$ cat src/hw/rtl/sbm_pkg.sv
`timescale 1ns / 1ps
// ----------------------------------------------------------------------------
// sbm_pkg
// Shared types and constants of the stereo bar meter with peak hold.
// ----------------------------------------------------------------------------
package sbm_pkg;

   localparam int SEGMENTS_DEFAULT   = 9;
   localparam int LEVEL_BITS_DEFAULT = 10;
   localparam int TIMER_BITS_DEFAULT = 8;

   localparam int BAR_COUNT      = 2;
   localparam int THR_LOW_COUNT  = 6;
   localparam int THR_LOW_BITS   = 60;
   localparam int THR_HIGH_BITS  = 40;
   localparam int RED_MASK_BITS  = 9;
   localparam int FRAME_BITS     = 8;
   localparam int CSR_DATA_BITS  = 60;
   localparam int CSR_INDEX_BITS = 3;
   localparam int PEAK_BITS      = 4;

   localparam logic [PEAK_BITS-1:0] PEAK_NONE = '1;

   localparam logic [FRAME_BITS-1:0] HOLD_FRAMES_RESET = 8'd30;
   localparam logic [FRAME_BITS-1:0] FALL_FRAMES_RESET = 8'd5;

   typedef enum logic [CSR_INDEX_BITS-1:0] {
      REG_MODE            = 3'd0,
      REG_THRESHOLDS_LOW  = 3'd1,
      REG_THRESHOLDS_HIGH = 3'd2,
      REG_RED_MASK        = 3'd3,
      REG_HOLD_FRAMES     = 3'd4,
      REG_FALL_FRAMES     = 3'd5
   } csr_index_type;

   typedef enum logic [1:0] {
      COLOR_OFF   = 2'd0,
      COLOR_GREEN = 2'd1,
      COLOR_RED   = 2'd2
   } color_type;

endpackage

$ cat src/hw/rtl/stereo_bar_meter_peak_hold.sv
`timescale 1ns / 1ps
// ----------------------------------------------------------------------------
// stereo_bar_meter_peak_hold
// Two-bar level meter: threshold compare, colored bars or peak-hold marker.
// ----------------------------------------------------------------------------
// Each request carries one level per bar; each yields one frame of segment
// colors per bar. The block takes a request in every cycle: a request is
// registered, evaluated against the thresholds and the stored peak markers
// in one pass, and the frame moves into the result register as soon as that
// register is empty or its frame is taken. The result register lets a new
// request enter while a frame waits to be taken; with both registers full
// the request side stalls until the frame is taken. Writing any of the six
// registers clears both peak markers and their timers; the user must write
// registers only while no request is in flight, the block does not enforce it.
// ----------------------------------------------------------------------------
module stereo_bar_meter_peak_hold
   import sbm_pkg::*;
#(
   parameter int SEGMENTS   = SEGMENTS_DEFAULT,
   parameter int LEVEL_BITS = LEVEL_BITS_DEFAULT,
   parameter int TIMER_BITS = TIMER_BITS_DEFAULT
) (
   input  logic                      clock,
   input  logic                      reset,

   input  logic                      req_valid,
   output logic                      req_ready,
   input  logic [LEVEL_BITS-1:0]     req_level_a,
   input  logic [LEVEL_BITS-1:0]     req_level_b,

   output logic                      rsp_valid,
   input  logic                      rsp_ready,
   output logic [2*SEGMENTS-1:0]     rsp_bar_a,
   output logic [2*SEGMENTS-1:0]     rsp_bar_b,

   input  logic                      csr_write_en,
   input  logic [CSR_INDEX_BITS-1:0] csr_index,
   input  logic [CSR_DATA_BITS-1:0]  csr_data
);

   localparam int EXT_BITS = 64 + LEVEL_BITS;

   // configuration
   logic                     mode_ff;
   logic [THR_LOW_BITS-1:0]  thr_low_ff;
   logic [THR_HIGH_BITS-1:0] thr_high_ff;
   logic [RED_MASK_BITS-1:0] red_mask_ff;
   logic [FRAME_BITS-1:0]    hold_frames_ff;
   logic [FRAME_BITS-1:0]    fall_frames_ff;
   logic                     peak_clear;

   // pipeline control and payload
   logic                  s1_valid_ff, s1_valid_in;
   logic                  out_valid_ff, out_valid_in;
   logic                  req_take, advance;
   logic [LEVEL_BITS-1:0] level_ff [BAR_COUNT];
   logic [2*SEGMENTS-1:0] bar_ff   [BAR_COUNT];
   logic [2*SEGMENTS-1:0] bar_in   [BAR_COUNT];

   // peak state
   logic [PEAK_BITS-1:0]  peak_ff  [BAR_COUNT];
   logic [PEAK_BITS-1:0]  peak_in  [BAR_COUNT];
   logic [TIMER_BITS-1:0] timer_ff [BAR_COUNT];
   logic [TIMER_BITS-1:0] timer_in [BAR_COUNT];

   logic [LEVEL_BITS-1:0] thr [SEGMENTS+1];
   logic [EXT_BITS-1:0]   thr_low_ext, thr_high_ext;
   logic [SEGMENTS-1:0]   red_ext;
   logic [15:0]           hold_wide, fall_wide;
   logic [TIMER_BITS-1:0] hold_t, fall_t;

   // -------------------------------------------------------------------------
   // configuration port
   // -------------------------------------------------------------------------
   always_comb begin
      unique case (csr_index)
         REG_MODE, REG_THRESHOLDS_LOW, REG_THRESHOLDS_HIGH,
         REG_RED_MASK, REG_HOLD_FRAMES, REG_FALL_FRAMES: peak_clear = csr_write_en;
         default: peak_clear = 1'b0;
      endcase
   end

   always_ff @(posedge clock) begin
      if (reset) begin
         mode_ff        <= 1'b1;
         thr_low_ff     <= '0;
         thr_high_ff    <= '0;
         red_mask_ff    <= '0;
         hold_frames_ff <= HOLD_FRAMES_RESET;
         fall_frames_ff <= FALL_FRAMES_RESET;
      end else if (csr_write_en) begin
         unique case (csr_index)
            REG_MODE:            mode_ff        <= csr_data[0];
            REG_THRESHOLDS_LOW:  thr_low_ff     <= csr_data[THR_LOW_BITS-1:0];
            REG_THRESHOLDS_HIGH: thr_high_ff    <= csr_data[THR_HIGH_BITS-1:0];
            REG_RED_MASK:        red_mask_ff    <= csr_data[RED_MASK_BITS-1:0];
            REG_HOLD_FRAMES:     hold_frames_ff <= csr_data[FRAME_BITS-1:0];
            REG_FALL_FRAMES:     fall_frames_ff <= csr_data[FRAME_BITS-1:0];
            default: ;
         endcase
      end
   end

   // threshold fields beyond a register's bits read as zero
   assign thr_low_ext  = {{(EXT_BITS-THR_LOW_BITS){1'b0}}, thr_low_ff};
   assign thr_high_ext = {{(EXT_BITS-THR_HIGH_BITS){1'b0}}, thr_high_ff};

   for (genvar i = 0; i <= SEGMENTS; i++) begin : g_thr
      localparam int POS = (i < THR_LOW_COUNT) ? i * LEVEL_BITS
                                               : (i - THR_LOW_COUNT) * LEVEL_BITS;
      if (POS >= 64) begin : g_zero
         assign thr[i] = '0;
      end else if (i < THR_LOW_COUNT) begin : g_low
         assign thr[i] = thr_low_ext[POS +: LEVEL_BITS];
      end else begin : g_high
         assign thr[i] = thr_high_ext[POS +: LEVEL_BITS];
      end
   end

   for (genvar t = 0; t < SEGMENTS; t++) begin : g_red
      if (t < RED_MASK_BITS) begin : g_bit
         assign red_ext[t] = red_mask_ff[t];
      end else begin : g_none
         assign red_ext[t] = 1'b0;
      end
   end

   assign hold_wide = {{(16-FRAME_BITS){1'b0}}, hold_frames_ff};
   assign fall_wide = {{(16-FRAME_BITS){1'b0}}, fall_frames_ff};
   assign hold_t    = hold_wide[TIMER_BITS-1:0];
   assign fall_t    = fall_wide[TIMER_BITS-1:0];

   // -------------------------------------------------------------------------
   // handshake
   // -------------------------------------------------------------------------
   assign advance   = s1_valid_ff && (!out_valid_ff || rsp_ready);
   assign req_ready = !s1_valid_ff || advance;
   assign req_take  = req_valid && req_ready;

   always_comb begin
      s1_valid_in = s1_valid_ff;
      if (req_take) begin
         s1_valid_in = 1'b1;
      end else if (advance) begin
         s1_valid_in = 1'b0;
      end
      out_valid_in = out_valid_ff;
      if (advance) begin
         out_valid_in = 1'b1;
      end else if (rsp_ready) begin
         out_valid_in = 1'b0;
      end
   end

   always_ff @(posedge clock) begin
      if (reset) begin
         s1_valid_ff  <= 1'b0;
         out_valid_ff <= 1'b0;
      end else begin
         s1_valid_ff  <= s1_valid_in;
         out_valid_ff <= out_valid_in;
      end
   end

   always_ff @(posedge clock) begin
      if (req_take) begin
         level_ff[0] <= req_level_a;
         level_ff[1] <= req_level_b;
      end
      if (advance) begin
         bar_ff[0] <= bar_in[0];
         bar_ff[1] <= bar_in[1];
      end
   end

   // -------------------------------------------------------------------------
   // per-bar evaluation
   // -------------------------------------------------------------------------
   for (genvar b = 0; b < BAR_COUNT; b++) begin : g_bar
      logic [SEGMENTS-1:0]   lit, hit;
      logic                  no_peak, cap;
      logic [PEAK_BITS-1:0]  cap_pk, pk_mid, pk_fall;
      logic [TIMER_BITS-1:0] tm_mid, tm_fall;
      logic [2*SEGMENTS-1:0] bar_norm, bar_hold;

      always_comb begin
         for (int t = 0; t < SEGMENTS; t++) begin
            lit[t] = level_ff[b] >= thr[t];
            hit[t] = lit[t] && (level_ff[b] < thr[t+1]);
         end
      end

      assign no_peak = peak_ff[b] == PEAK_NONE;

      // highest segment whose band holds the level, at or above the old peak
      always_comb begin
         cap    = 1'b0;
         cap_pk = peak_ff[b];
         for (int t = 0; t < SEGMENTS; t++) begin
            if (hit[t] && (no_peak || PEAK_BITS'(t) >= peak_ff[b])) begin
               cap    = 1'b1;
               cap_pk = PEAK_BITS'(t);
            end
         end
      end

      assign pk_mid = cap ? cap_pk : peak_ff[b];
      assign tm_mid = cap ? hold_t : timer_ff[b];

      always_comb begin
         for (int t = 0; t < SEGMENTS; t++) begin
            bar_norm[2*t +: 2] = lit[t] ? (red_ext[t] ? COLOR_RED : COLOR_GREEN) : COLOR_OFF;
            if (pk_mid != PEAK_NONE && pk_mid == PEAK_BITS'(t)) begin
               bar_hold[2*t +: 2] = COLOR_RED;
            end else begin
               bar_hold[2*t +: 2] = lit[t] ? COLOR_GREEN : COLOR_OFF;
            end
         end
      end

      // marker fall, then timer count-down
      always_comb begin
         pk_fall = pk_mid;
         tm_fall = tm_mid;
         if (tm_mid == '0 && pk_mid != PEAK_NONE) begin
            tm_fall = fall_t;
            pk_fall = (pk_mid == '0) ? PEAK_NONE : pk_mid - 1'b1;
         end
         if (tm_fall != '0) begin
            tm_fall = tm_fall - 1'b1;
         end
      end

      assign bar_in[b] = mode_ff ? bar_norm : bar_hold;

      always_comb begin
         peak_in[b]  = peak_ff[b];
         timer_in[b] = timer_ff[b];
         if (peak_clear) begin
            peak_in[b]  = PEAK_NONE;
            timer_in[b] = '0;
         end else if (advance && !mode_ff) begin
            peak_in[b]  = pk_fall;
            timer_in[b] = tm_fall;
         end
      end

      always_ff @(posedge clock) begin
         if (reset) begin
            peak_ff[b]  <= PEAK_NONE;
            timer_ff[b] <= '0;
         end else begin
            peak_ff[b]  <= peak_in[b];
            timer_ff[b] <= timer_in[b];
         end
      end
   end

   assign rsp_valid = out_valid_ff;
   assign rsp_bar_a = bar_ff[0];
   assign rsp_bar_b = bar_ff[1];

   // -------------------------------------------------------------------------
   // assertions
   // -------------------------------------------------------------------------
   logic bad_code;

   always_comb begin
      bad_code = 1'b0;
      for (int t = 0; t < SEGMENTS; t++) begin
         bad_code = bad_code || (rsp_bar_a[2*t +: 2] == 2'b11)
                             || (rsp_bar_b[2*t +: 2] == 2'b11);
      end
   end

   a_clear_peaks: assert property (@(posedge clock) disable iff (reset)
      peak_clear |=> (peak_ff[0] == PEAK_NONE && peak_ff[1] == PEAK_NONE &&
                      timer_ff[0] == '0 && timer_ff[1] == '0))
      else $error("peak state not cleared after register write");

   a_normal_keeps_peaks: assert property (@(posedge clock) disable iff (reset)
      (mode_ff && !csr_write_en) |=> ($stable(peak_ff[0]) && $stable(peak_ff[1]) &&
                                      $stable(timer_ff[0]) && $stable(timer_ff[1])))
      else $error("peak state changed in normal mode");

   a_peak_range: assert property (@(posedge clock) disable iff (reset)
      (peak_ff[0] == PEAK_NONE || {1'b0, peak_ff[0]} < (PEAK_BITS+1)'(SEGMENTS)) &&
      (peak_ff[1] == PEAK_NONE || {1'b0, peak_ff[1]} < (PEAK_BITS+1)'(SEGMENTS)))
      else $error("peak marker outside the bar");

   a_no_bad_code: assert property (@(posedge clock) disable iff (reset)
      rsp_valid |-> !bad_code)
      else $error("segment color code 3 on output");

   a_stage_moves: assert property (@(posedge clock) disable iff (reset)
      (s1_valid_ff && !out_valid_ff) |=> out_valid_ff)
      else $error("request stalled with result register empty");

endmodule

$ cat config.mk
export PLATFORM = sky130hd
export DESIGN_NAME = stereo_bar_meter_peak_hold
export DESIGN_NICKNAME = d
export VERILOG_FILES = /design/src/hw/rtl/sbm_pkg.sv /design/src/hw/rtl/stereo_bar_meter_peak_hold.sv
export SDC_FILE = /design/constraint.sdc
export NUM_CORES = 1
export LEC_CHECK = 0
export BUFFER_PORTS_ARGS = -buffer_cell sky130_fd_sc_hd__buf_2
export CELL_PAD_IN_SITES_DETAIL_PLACEMENT = 0
export CELL_PAD_IN_SITES_GLOBAL_PLACEMENT = 2
export CORE_MARGIN = 4
export CORE_UTILIZATION = 40
export CTS_CLUSTER_DIAMETER = 150
export CTS_CLUSTER_SIZE = 10
export DETAILED_ROUTE_END_ITERATION = 6
export MAX_ROUTING_LAYER = met4
export PLACE_DENSITY_LB_ADDON = 0.1
export SYNTH_ARGS = -nofsm -noshare
export SYNTH_HDL_FRONTEND = slang
export SYNTH_SLANG_ARGS = --single-unit
$ cat constraint.sdc
create_clock -name clock -period 13.15 [get_ports clock]
set_input_delay 0.6575 -clock clock [delete_from_list [all_inputs] [get_ports clock]]
set_output_delay 0.6575 -clock clock [all_outputs]
set_load 0.05 [all_outputs]
==> metrics.cfg <==
[global_route]
grt_pass1_vias=12400
antenna_found_initial=0
grt.overflow.total=0
grt_usage=0.253
grt_pass1_wl_mm=73.9
grt_max_degree=81

[yosys]
syn_avg_cell_area_um2=8.36
synthTopCellsByArea=dfxtp_1, ha_1, edfxtp_1
synth_top_area_frac=0.217
synth_enable_flop_cells=56
synth.distinct_cells=88
synth_nets=1974
syn-cell-area_um2=14000
synthFlopType=dfxtp_1
ys_seq_elements=208
syn_inst=1674
async_flop_share=0
synth-seq-area-share=0.337
synth_top_area_cell=dfxtp_1
yosysWarnings=0

[cells_and_area]
layout-drive-gt1-share=0.116
layout_commonest_cell=nand2_1
antenna_cells=0
layout_common_cells=nand2_1, ha_1, a21oi_1
syn_to_final_growth_pct=12.5
fin_nets=2079
multiInputGateArea_um2=8590
layoutNonFillerInstCount=2243
regArea_um2=4720
num-fill-cells=3597

[power_and_ir_drop]
ir_drop_mv=0.100
p_leak_nw=6.15
finalPower_mw=1.65
powerDensity_nw_per_um2=105

[clock_network]
htreeDepth=1
ctsHoldBuffers=0
clkSinkCount=208
cts_buffer_depth=3
post_cts_resized=0
clk_latency_ps=540
numCtsBuffers=24
path_clk_slew_ps=60
tritoncts=done
clockRootBuffer=clkbuf_16
cts_setup_buffers=0

[worst_hold_path]
min_path_type=in -> reg
hold_depth=1

[job]
maxCapViolations=0

[floorplanning]
core_area_um2=34500
fp-row-count=68
io_pins=126
start_util=0.405
die_x_um=195
die_area_um2=38100
die_y_um=195

[route]
wirelength_mm=47.5
post_drt_via_cell_ratio=5.61
drc=0
vias=12600
wl_per_cell_um=21.2
drt_iter0_markers=788
dr.pass1.iters=5
antenna_left=0

[timing]
tightest_slew_ps=1030
finalCriticalPeriod_ps=6700
hold_viol=0
rsz0062_at_grt=no
clock_skew_ps=11.9
hold_slack_ps=297
slew-limit-headroom=0.305
setup_tns_ps=0
final-max-slew-violation-count=0
worst_slack_ps=6450
finalCritPeriodShare=0.510
setup_violations=0
fmax_ghz=0.149

[critical_path]
critPathCaptureType=flop
cp_top_family=compound AO/OA/AOI/OAI gates
slowest_delay_ps=890
crit_required_ps=13620
path_cells=ha_1 -> nand4_1 -> a211oi_1 -> a2111oi_0 -> o211ai_1 -> nand2_1 -> nor2_1 -> a21oi_1 -> nor2_1 -> o31ai_1 -> inv_1 -> ha_1 -> and3_1 -> nor4_1 -> mux2_2 -> a21oi_1 -> ha_1 -> nand2_1 -> a21oi_1 -> a41oi_1 -> nor3_1 -> o21a_1 -> o21ai_1
crit_path_top_delay_cell=edfxtp_1
worst-path-stages=23
arrival_ps=7170
r2r_cells=23
crit_type=reg -> reg
start_kind=flop
worstPathMaxFanout=10
cp.buffers_inverters=1

[outcome]
outcome=finished clean

[place]
placement.io_buffers=125
place_inst=2208
place.gp.congestion=0.927
dp_slack_ps=6540
hpwl_mm=35.2

[synthesized netlist by cell type, drive strengths merged (7+ instances only)]
library cell / number
o21ai: 65
mux2: 12
inv: 126
a21oi: 200
ha: 212
a21o: 13
nor3: 25
a2111o: 7
edfxtp: 56
a211oi: 27
nor2: 74
xnor2: 8
dfxtp: 152
or3: 10
nand4: 28
o211ai: 17
nand2b: 25
a221oi: 16
a2111oi: 9
o21a: 7
mux2i: 19
nor2b: 10
and3: 14
o31ai: 8
nand3: 30
clkbuf: 52
nand2: 338
a211o: 9
nor4: 8
buf: 7
and2: 9
[sequential cells by signal, summed over array words and instances (netlist names)]
register and flops:
bar_ff 36, fall_frames_ff 8, hold_frames_ff 8, level_ff 20, mode_ff 1, peak_ff 8, red_ext 9, rsp_valid 1
s1_valid_ff 1, thr_high_ff 40, thr_low_ff 60, timer_ff 16
[through the flow]
stage | instance area (um2) | utilization
CTS | 15800 | 0.456
global route | 15800 | 0.456
global placement | 15100 | 0.437
finish | 15800 | 0.456
floorplan | 14000 | -
detailed placement | 15100 | 0.437
[routing by layer]
layer / vias to the layer above / wire [um] / track usage
li1: 6225 / - / -
met1: 5955 / 22500 / 0.348
met2: 342 / 21800 / 0.410
met3: 70 / 2220 / 0.0271
met4: 0 / 1050 / 0.0517
met5: - / 0 / -
[cell type report]
type                            count  area share
Clock buffer                       35      0.0427
Multi-Input combinational cell   1281       0.545
Inverter                          126      0.0300
Tap cell                          455      0.0361
Sequential cell                   208       0.300
Timing Repair Buffer              138      0.0461
[path summary, 6_finish.rpt]
| check | from | to | slack [ps] |
|---|---|---|---|
| max reg2reg | level_ff[0][4]$_DFFE_PP_ | timer_ff[0][4]$_SDFFE_PP0P_ | 6450 |
| max | level_ff[0][4]$_DFFE_PP_ | timer_ff[0][4]$_SDFFE_PP0P_ | 6450 |
| min | req_level_a[8] | level_ff[0][8]$_DFFE_PP_ | 300 |
| min reg2reg | thr_low_ff[7]$_SDFFE_PP0P_ | thr_low_ff[7]$_SDFFE_PP0P_ | 450 |
[cell families after synthesis]
kind of cell / synth area share
AND/OR/NAND/NOR: 0.192
multiplexers: 0.0238
adder cells (fa/ha/maj): 0.189
AO/OA/AOI/OAI: 0.200
XOR/XNOR: 0.00626
flip-flops: 0.337
buffers and inverters: 0.0505
[worst reg2reg max path, cell delays in order (launching register included)]
cell and delay [ps]:
edfxtp_1 890, ha_1 410, nand4_1 130, a211oi_1 90
a2111oi_0 670, o211ai_1 310, nand2_1 140, nor2_1 80
a21oi_1 200, nor2_1 60, o31ai_1 620, inv_1 140
ha_1 330, and3_1 250, nor4_1 630, mux2_2 480
a21oi_1 160, ha_1 300, nand2_1 90, a21oi_1 40
a41oi_1 230, nor3_1 110, o21a_1 180, o21ai_1 100
[report_power, final]
part / total [mW] / internal (mW) / leakage, nW / switching [mW]
Sequential: 0.706 / 0.678 / 1.76 / 0.0274
Combinational: 0.337 / 0.121 / 4.06 / 0.216
Clock: 0.610 / 0.348 / 0.326 / 0.263
Total: 1.65 / 1.15 / 6.15 / 0.506
(Power assumes the default switching activity.)
